==> src/design/hsv_pkg.sv <==
// Shared types and constants for the HSV color converter.
// No dependencies.
package hsv_pkg;

    localparam int VAL_W = 16;
    localparam int HUE_W = 9;
    localparam int BYTE_W = 8;
    localparam int SEC_W = 3;
    localparam int SEC_DEG = 60;
    localparam int HUE_MAX = 360;
    localparam int BYTE_MAX = 255;

    // floor(y/60) == (y*RECIP_60) >> RECIP_SH, exact for y < 2^14
    localparam int Y_W = 14;
    localparam int RECIP_60 = 17477;
    localparam int RECIP_SH = 20;

    localparam logic [SEC_W-1:0] SEC_RY = 3'd0;
    localparam logic [SEC_W-1:0] SEC_YG = 3'd1;
    localparam logic [SEC_W-1:0] SEC_GC = 3'd2;
    localparam logic [SEC_W-1:0] SEC_CB = 3'd3;
    localparam logic [SEC_W-1:0] SEC_BM = 3'd4;
    localparam logic [SEC_W-1:0] SEC_MR = 3'd5;

    typedef struct packed {
        logic             err;
        logic             sat_zero;
        logic [HUE_W-1:0] hue;
        logic [VAL_W-1:0] light;
        logic [VAL_W-1:0] alpha;
    } hsv_side_t;

    typedef struct packed {
        logic [BYTE_W-1:0] red;
        logic [BYTE_W-1:0] green;
        logic [BYTE_W-1:0] blue;
    } hsv_rgb_t;

endpackage

==> src/design/hsv_div.sv <==
// Pipelined restoring divider for HSL saturation, one quotient bit per stage.
// Depends on hsv_pkg.
module hsv_div #(
    parameter int FRAC_BITS = 15
) (
    input  logic                        clk,
    input  logic                        rst_n,
    input  logic                        in_valid,
    input  logic [31:0]                 vs,
    input  logic [2*FRAC_BITS+1:0]      lnum,
    output logic                        out_valid,
    output logic [FRAC_BITS:0]          quot
);
    import hsv_pkg::*;

    localparam int F  = FRAC_BITS;
    localparam int QB = F + 1;
    localparam int LW = 2 * F + 2;
    localparam int DW = 2 * F + 2;
    localparam int NW = DW + QB;
    localparam logic [LW-1:0] FULL = LW'(1) << (2 * F + 1);

    logic [LW-1:0] lden;
    logic [NW-1:0] n2;

    logic [QB:0]   valid_reg;
    logic [DW-1:0] rem_reg [QB+1];
    logic [QB-1:0] lo_reg  [QB+1];
    logic [DW-1:0] d_reg   [QB+1];
    logic [QB-1:0] q_reg   [QB+1];

    always_comb
    begin
        lden = ({lnum[LW-2:0], 1'b0} < FULL && !lnum[LW-1]) ? lnum : FULL - lnum;
        n2   = (NW'(vs) << (F + 1)) + NW'(lden);
    end

    always_ff @(posedge clk or negedge rst_n)
    begin
        if (!rst_n)
            valid_reg <= '0;
        else
            valid_reg <= {valid_reg[QB-1:0], in_valid};
    end

    always_ff @(posedge clk)
    begin
        rem_reg[0] <= n2[NW-1:QB];
        lo_reg[0]  <= n2[QB-1:0];
        d_reg[0]   <= DW'({lden, 1'b0});
        q_reg[0]   <= '0;
    end

    for (genvar i = 1; i <= QB; i++)
    begin : g_stage
        logic [DW:0] trial;
        logic        fit;
        assign trial = {rem_reg[i-1], lo_reg[i-1][QB-1]};
        assign fit   = trial >= {1'b0, d_reg[i-1]};
        always_ff @(posedge clk)
        begin
            rem_reg[i] <= fit ? DW'(trial - {1'b0, d_reg[i-1]}) : trial[DW-1:0];
            lo_reg[i]  <= {lo_reg[i-1][QB-2:0], 1'b0};
            d_reg[i]   <= d_reg[i-1];
            q_reg[i]   <= {q_reg[i-1][QB-2:0], fit};
        end
    end

    assign out_valid = valid_reg[QB];
    assign quot      = q_reg[QB];

endmodule

==> config.mk <==
export PLATFORM = sky130hd
export DESIGN_NAME = hsv_div
export DESIGN_NICKNAME = d
export VERILOG_FILES = /design/src/design/hsv_pkg.sv /design/src/design/hsv_div.sv
export SDC_FILE = /design/constraint.sdc
export NUM_CORES = 2
export LEC_CHECK = 0
export BUFFER_PORTS_ARGS = -buffer_cell sky130_fd_sc_hd__buf_2
export CAP_MARGIN = 5
export CORE_MARGIN = 3
export CORE_UTILIZATION = 33
export DETAILED_ROUTE_END_ITERATION = 7
export MAX_ROUTING_LAYER = met4
export PLACE_DENSITY = 0.52
export SETUP_SLACK_MARGIN = 0.15
export SLEW_MARGIN = 20
export SYNTH_ARGS = -nofsm -noshare
export SYNTH_HDL_FRONTEND = slang
export SYNTH_SLANG_ARGS = --single-unit
==> constraint.sdc <==
create_clock -name clk -period 3.66 [get_ports clk]
set_input_delay 0.366 -clock clk [delete_from_list [all_inputs] [get_ports clk]]
set_output_delay 0.366 -clock clk [all_outputs]
set_load 0.05 [all_outputs]
Yosys cells after proc, flatten, opt, wreduce, memory -nomap -nowiden
Memory sizes are Yosys's and may differ from the RTL's.
Index checks and enable logic that the tools add are counted.

word-level totals
  memories = 4
  bits of input ports = 67
  register bits = 17
  RAM bits = 1632

cells by class
  reduce and logical (&&, ||, !) cells = 2
  $add $sub $neg = 18
  multiplexer cells = 17
  order comparisons = 17

memories
  memory   words  bits a word  read ports  clocked after Yosys merged registers in  wr ports  line           source
  d_reg    17     32           16          0                                        17        hsv_div.sv:29  logic [DW-1:0] d_reg [QB+1];
  rem_reg  17     32           16          0                                        17        hsv_div.sv:27  logic [DW-1:0] rem_reg [QB+1];
  lo_reg   17     16           16          0                                        17        hsv_div.sv:28  logic [QB-1:0] lo_reg [QB+1];
  q_reg    17     16           17          0                                        17        hsv_div.sv:30  logic [QB-1:0] q_reg [QB+1];

operator list
  cell                                                 number
  2-to-1 mux 32 bit                                    17
  greater-or-equal comparator 33 x 32 -> 1 bit         16
  subtractor 32 bit                                    16
  adder 48 x 32 -> 48 bit                              1
  less-than comparator 32 bit (second input constant)  1
  subtractor 32 bit (first input constant)             1
  logical AND 1 bit                                    1
  logical NOT 1 bit                                    1

Logic depth before layout (Yosys ltp)
  depth after elaboration = 4
  mapped depth = 21

Worst setup path after synthesis
OpenSTA, ideal clock, no wires.

  path type = input port to flip-flop
  start = in lnum[4]
  end = mem rem_reg[0][24] (netlist bit)
  arrival time = 4.320 ns
  path buffers = 0
  stages = 19
  setup slack = -0.723 ns
  path through = nor3_1 nand3b_1 nor3b_1 nand2_1 o31ai_1 xnor2_1 ha_1 inv_1 fa_1 nor2b_1 o21ai_0 a21boi_0 o21ai_0 a21boi_0 o2111ai_1 a31oi_1 a21oi_1 or4b_2 nand3_1

RTL lines
  what                line           source
  start: declaration  hsv_div.sv:10  input logic [2*FRAC_BITS+1:0] lnum,
  end: declaration    hsv_div.sv:27

==> flow_metrics.py <==
metrics = {
    "worst_setup_path": {
        "crit_start": "rem_reg[0][0]",
        "r2r-end": "rem_reg[0][58]",
        "critPathKind": "reg2reg",
        "r2r_slack_ns": 0.04,
        "endpoint": "rem_reg[0][58]",
        "cp.arrival_ns": 4.27,
        "start_kind": "flip-flop",
        "cp_max_fo": 8,
        "cp.required_ns": 4.31,
        "reg2reg_depth": 16,
        "critPathCaptureType": "flip-flop",
        "rr_startpoint": "rem_reg[0][0]",
    },
    "die": {
        "core_area_um2": 167000,
        "num_rows": 150,
        "start_util": 0.332,
        "die_w_um": 417,
        "die-area_um2": 174000,
        "io_pins": 84,
        "die_h_um": 417,
    },
    "clocking": {
        "cts_tree": "built",
        "clockBufferDepth": 3,
        "cts.htree.levels": 4,
        "path_clk_slew_ns": 0.06,
        "cts_buffers": 131,
        "root_buffer": "clkbuf_16",
        "clkLatencyLatePin_ns": 0.77,
        "clkSinkCount": 1146,
    },
    "grt": {
        "grt_use_total": 0.171,
        "grt_pass1_wl_um": 232000,
        "overflow": 0,
        "first_global_vias": 43227,
        "grt_start_max_net_pins": 36,
        "antenna_found_initial": 2,
    },
    "yosys": {
        "synth-async-reset-ratio": 0.0148,
        "ys_types": 102,
        "yosysWarnings": 0,
        "synth_flop_cell": "dfxtp_1",
        "syn_inst": 5887,
        "syn-cell-area_um2": 55600,
        "synth-edff-count": 0,
        "synth_area_leader_cell": "dfxtp_1",
        "synth_fp_nets": 6482,
        "synth_area_leaders": "dfxtp_1 41%, ha_1 12%, mux2_2 5.2%",
        "seq_area_frac_synth": 0.414,
        "synth_area_per_cell_um2": 9.45,
        "synth_top_area_share": 0.406,
        "synth-seq-cells": 1146,
    },
    "place": {
        "dp_slack_ns": -0.908,
        "dp_cells": 8462,
        "hpwl_um": 116000,
        "gp_congestion": 0.918,
        "portBuffers": 83,
    },
    "final_layout": {
        "fin_util": 0.413,
        "largest_register_ffs": 512,
        "syn2layout_area_growth_pct": 24.2,
        "nets": 7136,
        "instances_no_fill": 8852,
        "antenna_cells": 0,
        "drive_gt1_frac": 0.198,
    },
    "route": {
        "drt-total-wl_um": 152000,
        "via_per_inst": 4.88,
        "drc": 0,
        "drtPass1Iterations": 5,
        "ant_nets": 0,
        "dr_total_vias": 43198,
        "drtIter0Drc": 2323,
        "wl_per_cell_um": 17.1,
    },
    "sta": {
        "slew_headroom": 0.433,
        "setup_viol": 0,
        "finClkSkew_ns": 0.0369,
        "timing.hold.ws_ns": 0.0810,
        "hold_viol": 0,
        "worst_pin_slew_ns": 0.829,
        "final_max_slew_viol_count": 0,
        "clock.fmax_mhz": 276,
        "rsz0062_at_grt": "yes",
        "post-route-period-util": 0.990,
        "finalCriticalPeriod_ns": 3.62,
        "worst_slack_ns": 0.0355,
    },
    "pwr": {
        "power_density_nw_per_um2": 1070,
        "ir_worst_vdd_mv": 0.494,
        "power_leakage_nw": 31.9,
        "total_power_mw": 74.2,
    },
    "min_path": {
        "min_path_type": "in2reg",
        "hold_start": "vs[3]",
    },
    "run": {
        "maxCapViolCount": 0,
    },
    "status": {
        "outcome": "finished clean",
    },
}
[per-layer routing]
layer	part of all wire	track usage	wire length, µm	up-vias
met1	0.42	0.196	63900	20215
met5	0	-	0	-
met2	0.50	0.303	76100	774
met4	0.040	0.0589	6070	0
met3	0.037	0.0275	5570	300
li1	-	-	-	21909
[what timing repair did]
item,4_1_cts,5_1_grt
gates cloned,8,11
hold buffers,55,0
pin swaps,30,80
hold endpoints to repair,67,0
buffers inserted,46,30
resized for setup,93,214
setup endpoints to repair,371,460
[report_power, final]
group	internal (mW)	switching [mW]	total [mW]
Clock	8.18	5.45	13.6
Combinational	20.1	21.0	41.1
Sequential	17.0	2.47	19.5
Total	45.3	28.9	74.2
[cell type report]
type / count / area (µm²)
clock buffers: 179 / 3730
clock inverters: 61 / 838
fillers: 16312 / 98300
inverters: 634 / 2390
multi-input cells: 4001 / 30900
flip-flops and latches: 1146 / 23000
well taps: 2204 / 2760
repair buffers: 626 / 5360
repair inverters: 1 / 7.51
[through the flow]
step,cell area [µm²],TNS (ns)
detailed placement,61600,-18.65
CTS,67700,0
global route,69100,-0.374
floorplan,55700,-1.91
finish,69100,0
global placement,61600,-19.05
[synth_stat cells (14+ instances only)]
library cell,instances
o31a_1,17
xnor2_1,286
ha_1,512
dfrtp_1,17
and3_1,47
dfxtp_1,1129
clkbuf_1,62
nand3_1,94
nand2_1,283
xor2_1,148
a211oi_1,26
mux2_4,27
nor2b_1,66
fa_1,16
o2111ai_1,14
buf_2,30
o21ai_0,248
a221oi_1,14
a211o_1,17
o21a_1,65
or3_1,25
a21o_1,216
nor2_1,400
nand2b_1,68
o211ai_1,38
nor3_1,89
nand4_1,72
o31ai_1,37
a31oi_1,47
and2_1,19
o21bai_1,49
or2_2,17
mux2i_1,27
nor4_1,24
a21oi_1,474
a21boi_0,28
and4_1,20
inv_1,633
mux2_2,259
[layout by cell type (no fill, tap or decap), drive strengths merged, types with 34 or more instances in the layout]
| master | n |
|---|---|
| nor2b | 66 |
| a21oi | 474 |
| mux2 | 299 |
| xnor2 | 286 |
| nand2b | 68 |
| dfxtp | 1129 |
| a31oi | 47 |
| and3 | 49 |
| a21o | 218 |
| dlygate4sd3 | 54 |
| nand3 | 94 |
| o21a | 66 |
| o21bai | 49 |
| o211ai | 39 |
| xor2 | 148 |
| ha | 512 |
| clkinv | 34 |
| nand4 | 72 |
| clkbuf | 188 |
| nor3 | 90 |
| buf | 562 |
| o31ai | 38 |
| nor2 | 400 |
| o21ai | 256 |
| inv | 642 |
| nand2 | 283 |
[worst min-delay path by stage]
stage | slack (ns) | cells past startpoint | to
after floorplan | 0.07 | 0 | valid_reg[0]
after global placement | 0.30 | 1 | valid_reg[0]
after detailed placement | 0.31 | 1 | valid_reg[0]
after CTS | 0.01 | 4 | rem_reg[0][4]
after global routing | 0.05 | 4 | rem_reg[0][3]
final | 0.08 | 4 | rem_reg[0][3]
[cells by family (layout without fill, tap and decap cells)]
family | count (synthesis) | in the layout | share of synthesized area
compound gates | 1442 | 1442 | 0.167
simple gates | 1271 | 1271 | 0.111
flops | 1146 | 1146 | 0.414
buf+inv | 740 | 1501 | 0.0518
fa+ha+maj | 528 | 528 | 0.121
xor+xnor | 434 | 434 | 0.0683
mux | 326 | 326 | 0.0672
[critical path, stage by stage (launching register included)]
cell and delay (ns):
dfxtp_2 0.32, inv_2 0.05, ha_4 0.17, fa_2 0.38, nand2b_4 0.16, a21boi_4 0.16
o21a_1 0.19, o31a_1 0.20, nor3_4 0.08, o21a_2 0.25, o41ai_4 0.32, a311oi_2 0.17
o211a_1 0.35, inv_4 0.15, buf_12 0.13, buf_16 0.13, mux2_4 0.30
Note: power is estimated with default switching activity, not from simulation.
