===== config.mk =====
export PLATFORM = sky130hd
export DESIGN_NAME = hsv_rgb
export DESIGN_NICKNAME = d
export VERILOG_FILES = /design/src/design/hsv_pkg.sv /design/src/design/hsv_rgb.sv
export SDC_FILE = /design/constraint.sdc
export NUM_CORES = 2
export LEC_CHECK = 0
export BUFFER_PORTS_ARGS = -buffer_cell sky130_fd_sc_hd__buf_2
export CAP_MARGIN = 10
export CORE_MARGIN = 3
export CORE_UTILIZATION = 50
export CTS_CLUSTER_DIAMETER = 50
export DETAILED_ROUTE_END_ITERATION = 16
export PLACE_DENSITY = 0.75
export SLEW_MARGIN = 20
export SYNTH_ARGS = -nofsm -noshare
export SYNTH_HDL_FRONTEND = slang
export SYNTH_SLANG_ARGS = --single-unit

===== constraint.sdc =====
create_clock -name clk -period 15 [get_ports clk]
set_input_delay 0.75 -clock clk [delete_from_list [all_inputs] [get_ports clk]]
set_output_delay 0.75 -clock clk [all_outputs]
set_load 0.05 [all_outputs]

===== src/design/hsv_pkg.sv =====
// Shared types and constants for the HSV color converter.
// No dependencies.
package hsv_pkg;

    localparam int VAL_W = 16;
    localparam int HUE_W = 9;
    localparam int BYTE_W = 8;
    localparam int SEC_W = 3;
    localparam int SEC_DEG = 60;
    localparam int HUE_MAX = 360;
    localparam int BYTE_MAX = 255;

    // floor(y/60) == (y*RECIP_60) >> RECIP_SH, exact for y < 2^14
    localparam int Y_W = 14;
    localparam int RECIP_60 = 17477;
    localparam int RECIP_SH = 20;

    localparam logic [SEC_W-1:0] SEC_RY = 3'd0;
    localparam logic [SEC_W-1:0] SEC_YG = 3'd1;
    localparam logic [SEC_W-1:0] SEC_GC = 3'd2;
    localparam logic [SEC_W-1:0] SEC_CB = 3'd3;
    localparam logic [SEC_W-1:0] SEC_BM = 3'd4;
    localparam logic [SEC_W-1:0] SEC_MR = 3'd5;

    typedef struct packed {
        logic             err;
        logic             sat_zero;
        logic [HUE_W-1:0] hue;
        logic [VAL_W-1:0] light;
        logic [VAL_W-1:0] alpha;
    } hsv_side_t;

    typedef struct packed {
        logic [BYTE_W-1:0] red;
        logic [BYTE_W-1:0] green;
        logic [BYTE_W-1:0] blue;
    } hsv_rgb_t;

endpackage


===== src/design/hsv_rgb.sv =====
// Three-stage RGB path: channel terms, sector select and scale, divide by 60.
// Depends on hsv_pkg.
module hsv_rgb #(
    parameter int FRAC_BITS = 15
) (
    input  logic                 clk,
    input  logic                 rst_n,
    input  logic                 in_valid,
    input  logic [31:0]          vs,
    input  logic [15:0]          v,
    input  logic [5:0]           w,
    input  logic [2:0]           sector,
    output logic                 out_valid,
    output hsv_pkg::hsv_rgb_t    rgb
);
    import hsv_pkg::*;

    localparam int F  = FRAC_BITS;
    localparam int CW = F + 40;
    localparam int TW = CW + 8;
    localparam logic [TW-1:0] HALF = TW'(SEC_DEG / 2) << (2 * F);

    logic [2:0]       valid_reg;
    logic [CW-1:0]    cd_reg, xd_reg, md_reg;
    logic [SEC_W-1:0] sec_reg;
    logic [Y_W-1:0]   yr_reg, yg_reg, yb_reg;
    logic [CW-1:0]    cdx, xdx, mdx, rd, gd, bd, cd_full;
    logic [TW-1:0]    tr, tg, tb;

    function automatic logic [BYTE_W-1:0] div60(input logic [Y_W-1:0] y);
        logic [Y_W+15:0] p;
        p = (Y_W+16)'(y) * (Y_W+16)'(RECIP_60);
        return p[RECIP_SH+BYTE_W-1:RECIP_SH];
    endfunction

    always_ff @(posedge clk or negedge rst_n)
    begin
        if (!rst_n)
            valid_reg <= '0;
        else
            valid_reg <= {valid_reg[1:0], in_valid};
    end

    always_comb
    begin
        cd_full = CW'(vs) * CW'(SEC_DEG);
        cdx = cd_reg;
        xdx = xd_reg + md_reg;
        mdx = md_reg;
        cdx = cd_reg + md_reg;
        rd = mdx;
        gd = mdx;
        bd = mdx;
        case (sec_reg)
            SEC_RY:  begin rd = cdx; gd = xdx; end
            SEC_YG:  begin rd = xdx; gd = cdx; end
            SEC_GC:  begin gd = cdx; bd = xdx; end
            SEC_CB:  begin gd = xdx; bd = cdx; end
            SEC_BM:  begin rd = xdx; bd = cdx; end
            default: begin rd = cdx; bd = xdx; end
        endcase
        tr = TW'(rd) * TW'(BYTE_MAX) + HALF;
        tg = TW'(gd) * TW'(BYTE_MAX) + HALF;
        tb = TW'(bd) * TW'(BYTE_MAX) + HALF;
    end

    always_ff @(posedge clk)
    begin
        cd_reg  <= cd_full;
        xd_reg  <= CW'(vs) * CW'(w);
        md_reg  <= ((CW'(v) << F) * CW'(SEC_DEG)) - cd_full;
        sec_reg <= sector;
        yr_reg  <= tr[2*F+Y_W-1:2*F];
        yg_reg  <= tg[2*F+Y_W-1:2*F];
        yb_reg  <= tb[2*F+Y_W-1:2*F];
        rgb.red   <= div60(yr_reg);
        rgb.green <= div60(yg_reg);
        rgb.blue  <= div60(yb_reg);
    end

    assign out_valid = valid_reg[2];

endmodule


After elaboration in Yosys (flattened, before gate mapping). Index checks and enable logic that the tools add are counted.

Bits in registers: 185. Latch bits: 0. Memory bits (writable): 0. Memory bits (read-only): 0. Bits of input ports: 60. Output and inout port bits: 25. Memories: 0.

Add/sub/neg operators: 6. $mul: 9. Divide/modulo/power cells: 0. Order comparisons: 0. Equality and inequality tests: 4. Shift operators: 0. Mux-type cells: 3. Bitwise operators: 0. Reduce and logical (&&, ||, !) cells: 7.

Operators with widths (number): 55-bit one-hot mux with 2 select lines (3); 55-bit by 8-bit multiplier with 44-bit output (second input constant) (3); 44-bit by 35-bit adder with 44-bit output (second input constant) (3); 38-bit by 55-bit adder with 55-bit output (2); 14-bit by 15-bit multiplier with 28-bit output (second input constant) (3); 37-bit by 38-bit subtractor with 39-bit output (1); 32-bit by 6-bit multiplier with 38-bit output (1); 32-bit by 4-bit multiplier with 36-bit output (second input constant) (1); 16-bit by 4-bit multiplier with 20-bit output (second input constant) (1); 2-bit OR reduction (6); 3-bit by 2-bit equality test with 1-bit output (second input constant) (2); 3-bit by 1-bit equality test with 1-bit output (second input constant) (1); 3-bit equality test (second input constant) (1); 3-bit zero test (1).

Logic depth before layout (Yosys ltp).
Depth in word-level cells: 5. Mapped depth: 34. Mapped depth without buffers: 34.

Worst setup path before layout. Ideal clock, no wire load.

Kind: reg-to-reg. Start: reg cd_reg[2]. End: reg yb_reg[13]. Arrival time: 7558 ps. Slack: 7370 ps. Stages on the path, launching flop included: 30. Buffers on the path: 0. Clock period less this slack: 7630 ps. Cells stage by stage: dfxtp_1 -> ha_1 -> inv_1 -> fa_1 -> nor2b_1 -> o2111ai_1 -> and3_1 -> o31ai_4 -> a41o_1 -> nor2_1 -> o21bai_1 -> a21oi_1 -> xnor2_1 -> o22ai_1 -> a21oi_1 -> fa_1 -> fa_1 -> fa_1 -> fa_1 -> ha_1 -> or4_1 -> a211oi_1 -> o2111ai_1 -> and3_1 -> o31a_1 -> o21ai_1 -> nor2_1 -> a211oi_1 -> xnor2_1 -> xnor2_1.

Longest elaborated chain between the ends: 4.

RTL lines: start: declaration (line hsv_rgb.sv:24) `logic [CW-1:0] cd_reg, xd_reg, md_reg;`; start signal: assignment (line hsv_rgb.sv:69) `cd_reg <= cd_full;`; 38-bit by 55-bit adder with 55-bit output (line hsv_rgb.sv:50) `cdx = cd_reg + md_reg;`; 55-bit one-hot mux with 2 select lines (line hsv_rgb.sv:54) `case (sec_reg)`; 55-bit by 8-bit multiplier with 44-bit output (line hsv_rgb.sv:64) `tb = TW'(bd) * TW'(BYTE_MAX) + HALF;`; 44-bit by 35-bit adder with 44-bit output (line hsv_rgb.sv:64); named net tb[43] (line hsv_rgb.sv:28) `logic [TW-1:0] tr, tg, tb;`; end signal: assignment (line hsv_rgb.sv:75) `yb_reg <= tb[2*F+Y_W-1:2*F];`; end: declaration (line hsv_rgb.sv:26) `logic [Y_W-1:0] yr_reg, yg_reg, yb_reg;`.

The timed path passes the listed nets, and every way through them passes these cells.

Worst setup path after layout. Ends and elaborated chain as after synthesis.

==> summary.txt <==
Floorplanning
  – DIE WIDTH: between 300 and 400 µm
  – I/O Pins: 85
  – Die area: 99200 µm²
  – Core Footprint: 94000 µm²
  – Initial Utilization: approximately half
  – FP Rows: around 110
  – Die height: 315 µm

CTS
  – CTS Buffer Depth: 2
  – Setup bufs post-CTS: 0
  – Root Driver: clkbuf_16
  – Clock buffer count from CTS: 17
  – CTS H-tree depth: 4
  – Clock Sinks: roughly 180
  – Worst skew pair latency: approximately 0.50 ns
  – Clock Pin Slew Worst Setup and Hold Paths: about 0.10 ns
  – CTS tree: built

Detailed routing
  – 1st-pass router iterations: 5
  – 1st-iter DRT viols: 2012
  – Vias: 35500
  – Routed wire length: 108 mm
  – # DRC: 0
  – Drt wl/cell: approximately 16 µm
  – Vias per cell: 5.38
  – Post-route ant nets: 0

GRT
  – Initial antenna violation count: 0
  – First-pass GRT wire length: 181 mm
  – Global-route usage over all layers: ~22%
  – Number of global-route vias before repair: around 37000
  – Total congestion overflow: 0
  – Largest net degree at the start of global routing: approximately 110

Timing
  – Worst Max-Slew Pin Slew: about 1.1 ns
  – Total negative setup slack: 0 ns
  – Final Hold Viols: 0
  – RSZ-0062 raised after global routing: false
  – Final setup vio count: 0
  – Fin crit period: approximately 9.0 ns
  – Final period utilization: 60.0%
  – Clock skew: roughly 0.027 ns
  – Fmax: about 0.11 GHz
  – Slew Limit Headroom: roughly 25%
  – Final Max Slew Viols: 0

Worst hold path
  – Worst Hold Class: in2reg

Synthesis
  – Seq/Total Area, Yosys: under 10%
  – Yosys reg bits: between 150 and 200
  – Async SR Flop Fraction: 1.65%
  – Syn_nets: roughly 7000
  – Syn avg cell area: approximately 9 µm²
  – Synthesis Warnings: 0
  – Synth unique cells: approximately 100
  – Cell count after synthesis: around 5300
  – Syn Std Cell Area: between 40000 and 50000 µm²
  – Synth Flop Type: dfxtp_1
  – Post-synth EDFFs: 0

Cells and area
  – Fin area: 50200 µm²
  – Area Growth Syn to Fin: 5.06%
  – Layout Utilization: about 53%
  – Diodes inserted: 0
  – Final net count: about 6900
  – Max FFs per register: 38
  – Layout cells sized above 1: under 10%

Setup path
  – Max incr delay on CP: roughly 0.73 ns
  – Critical R2R Launch: cd_reg[2]
  – Worst endpoint required time: roughly 15 ns
  – RR Endpoint: yb_reg[13]
  – Setup CP Type: reg2reg
  – Crit path to: yb_reg[13]
  – Most frequent cell on the critical path: fa_1
  – Crit-path max FO: 6
  – Crit end category: flip-flop
  – CP Launch Type: flip-flop
  – FF-to-FF setup slack: 6.00 ns
  – CP arrival: between 9 and 10 ns
  – Critical Path Start: cd_reg[2]
  – Worst r2r path cells: 29
  – CP max stage cell: a21oi_1

Placement
  – Placer congestion estimate: approximately 0.94
  – Post-DP HPWL: around 93 mm
  – IO Port Bufs: 84
  – Placed Area: 49500 µm²

Job
  – Max Cap Viol: 0

Run status
  – Status: complete, no violations
[cells in the mapped netlist (11+ instances only)]
cell type  instances  area (µm²)
nand3_1           66         330
nand2_1          387        1450
inv_1           1297        4870
a21oi_1          248        1240
a221o_1           11         110
or2_2             15        93.8
nor3_1            37         185
and2_1            39         244
o21bai_1          29         218
dfxtp_1          179        3580
o21a_1            43         323
o22ai_1           12        75.1
a22o_1            13         114
a31oi_1           48         300
nor2_1           227         852
a2111oi_0         11        96.3
a22oi_1           12        90.1
clkbuf_1          82         308
a211oi_1          41         308
xor2_1            86         753
a221oi_1          21         184
nand3b_1          11        82.6
fa_1             820       16400
xnor2_1          193        1690
or3_1             14        87.6
o21ai_0          167         836
nor2b_1           30         188
o21ai_1           17        85.1
and3_1            38         238
nand4_1           16         100
ha_1             721        9020
a21o_1           100         751
o211ai_1          16         120
o31ai_1           15         113
o221ai_1          14         123
nand2b_1          33         206
[area by class of cell]
type | instances | area (µm²)
fillers | 8358 | 43900
multi-input cells | 3734 | 38900
inverters | 1297 | 4870
flip-flops and latches | 182 | 3660
well taps | 1254 | 1570
repair buffers | 103 | 563
clock buffers | 17 | 425
clock inverters | 15 | 208
[through the flow]
stage | cells | setup slack [ns] | hold WS, ns
floorplan | 5311 | 7.37 | 0.331
global placement | 6568 | 6.32 | 0.341
detailed placement | 6568 | 6.03 | 0.337
CTS | 6601 | 6.04 | 0.298
global route | 6602 | 5.32 | 0.323
finish | 6602 | 6.00 | 0.346
[how the worst min path moves through the flow]
stage / slack, ns / start / cells after the start / end
final: 0.35 / in_valid / 1 / valid_reg[0]
after global routing: 0.32 / in_valid / 1 / valid_reg[0]
after global placement: 0.34 / valid_reg[1] / 0 / valid_reg[2]
after floorplan: 0.33 / valid_reg[0] / 0 / valid_reg[1]
after detailed placement: 0.34 / valid_reg[0] / 0 / valid_reg[1]
after CTS: 0.30 / in_valid / 1 / valid_reg[0]
[worst max-delay path: cells and delay by family (launching register included)]
family,cells,cell delay (ns)
adders and majority gates,7,2.91
and+or+nand+nor,6,1.38
AOI/OAI and AO/OA,12,3.42
DFF,1,0.47
xor gates and xnor gates,3,0.66
buffers and inverters,1,0.06
[per-layer routing]
layer	routed length, µm	share of wire (%)	global-route usage, %
met5	0	0	0
met4	2670	2.5	6.49
met3	5570	5.2	2.47
met1	48100	45	29.9
met2	51500	48	38.7
[layout by cell type, fill, tap and decap left out, drive strengths merged, types with 10 or more instances in the layout]
| cell | count |
|---|---|
| a211oi | 42 |
| nor2b | 30 |
| o211ai | 16 |
| nand2 | 387 |
| nand3b | 11 |
| fa | 820 |
| a21o | 100 |
| or3 | 16 |
| a21oi | 249 |
| inv | 1306 |
| o21ai | 187 |
| o221ai | 15 |
| and2 | 39 |
| o21bai | 31 |
| or2 | 18 |
| nand3 | 66 |
| o31ai | 17 |
| o22ai | 12 |
| nand4 | 16 |
| a22oi | 12 |
| and3 | 39 |
| a31oi | 48 |
| dfxtp | 179 |
| a2111oi | 11 |
| nor4 | 10 |
| o21a | 44 |
| buf | 102 |
| xnor2 | 194 |
| a22o | 13 |
| ha | 721 |
| nor3 | 40 |
| clkbuf | 17 |
| nor2 | 227 |
| a221o | 11 |
| a211o | 10 |
| nand2b | 33 |
| xor2 | 90 |
| a221oi | 24 |
[repair_timing]
| action | CTS | global route |
|---|---|---|
| hold buffers | 1 | 0 |
| hold endpoints to repair | 3 | 0 |
| gates resized for setup | 0 | 0 |
| endpoints found under the setup margin | 0 | 0 |
[cells by family (layout without fill, tap and decap cells)]
family	count (synthesis)	after routing	share of synthesized area [%]
AND/OR/NAND/NOR	966	966	9.44
flip-flops	182	182	7.66
XOR/XNOR	285	285	5.34
buffers and inverters	1395	1432	11.0
adder cells (fa/ha/maj)	1546	1546	53.4
AO/OA/AOI/OAI	926	926	12.9
multiplexers	11	11	0.244
Power is not shown: default switching activity piles up to over one toggle a cycle in this logic, so the estimate is an artifact.
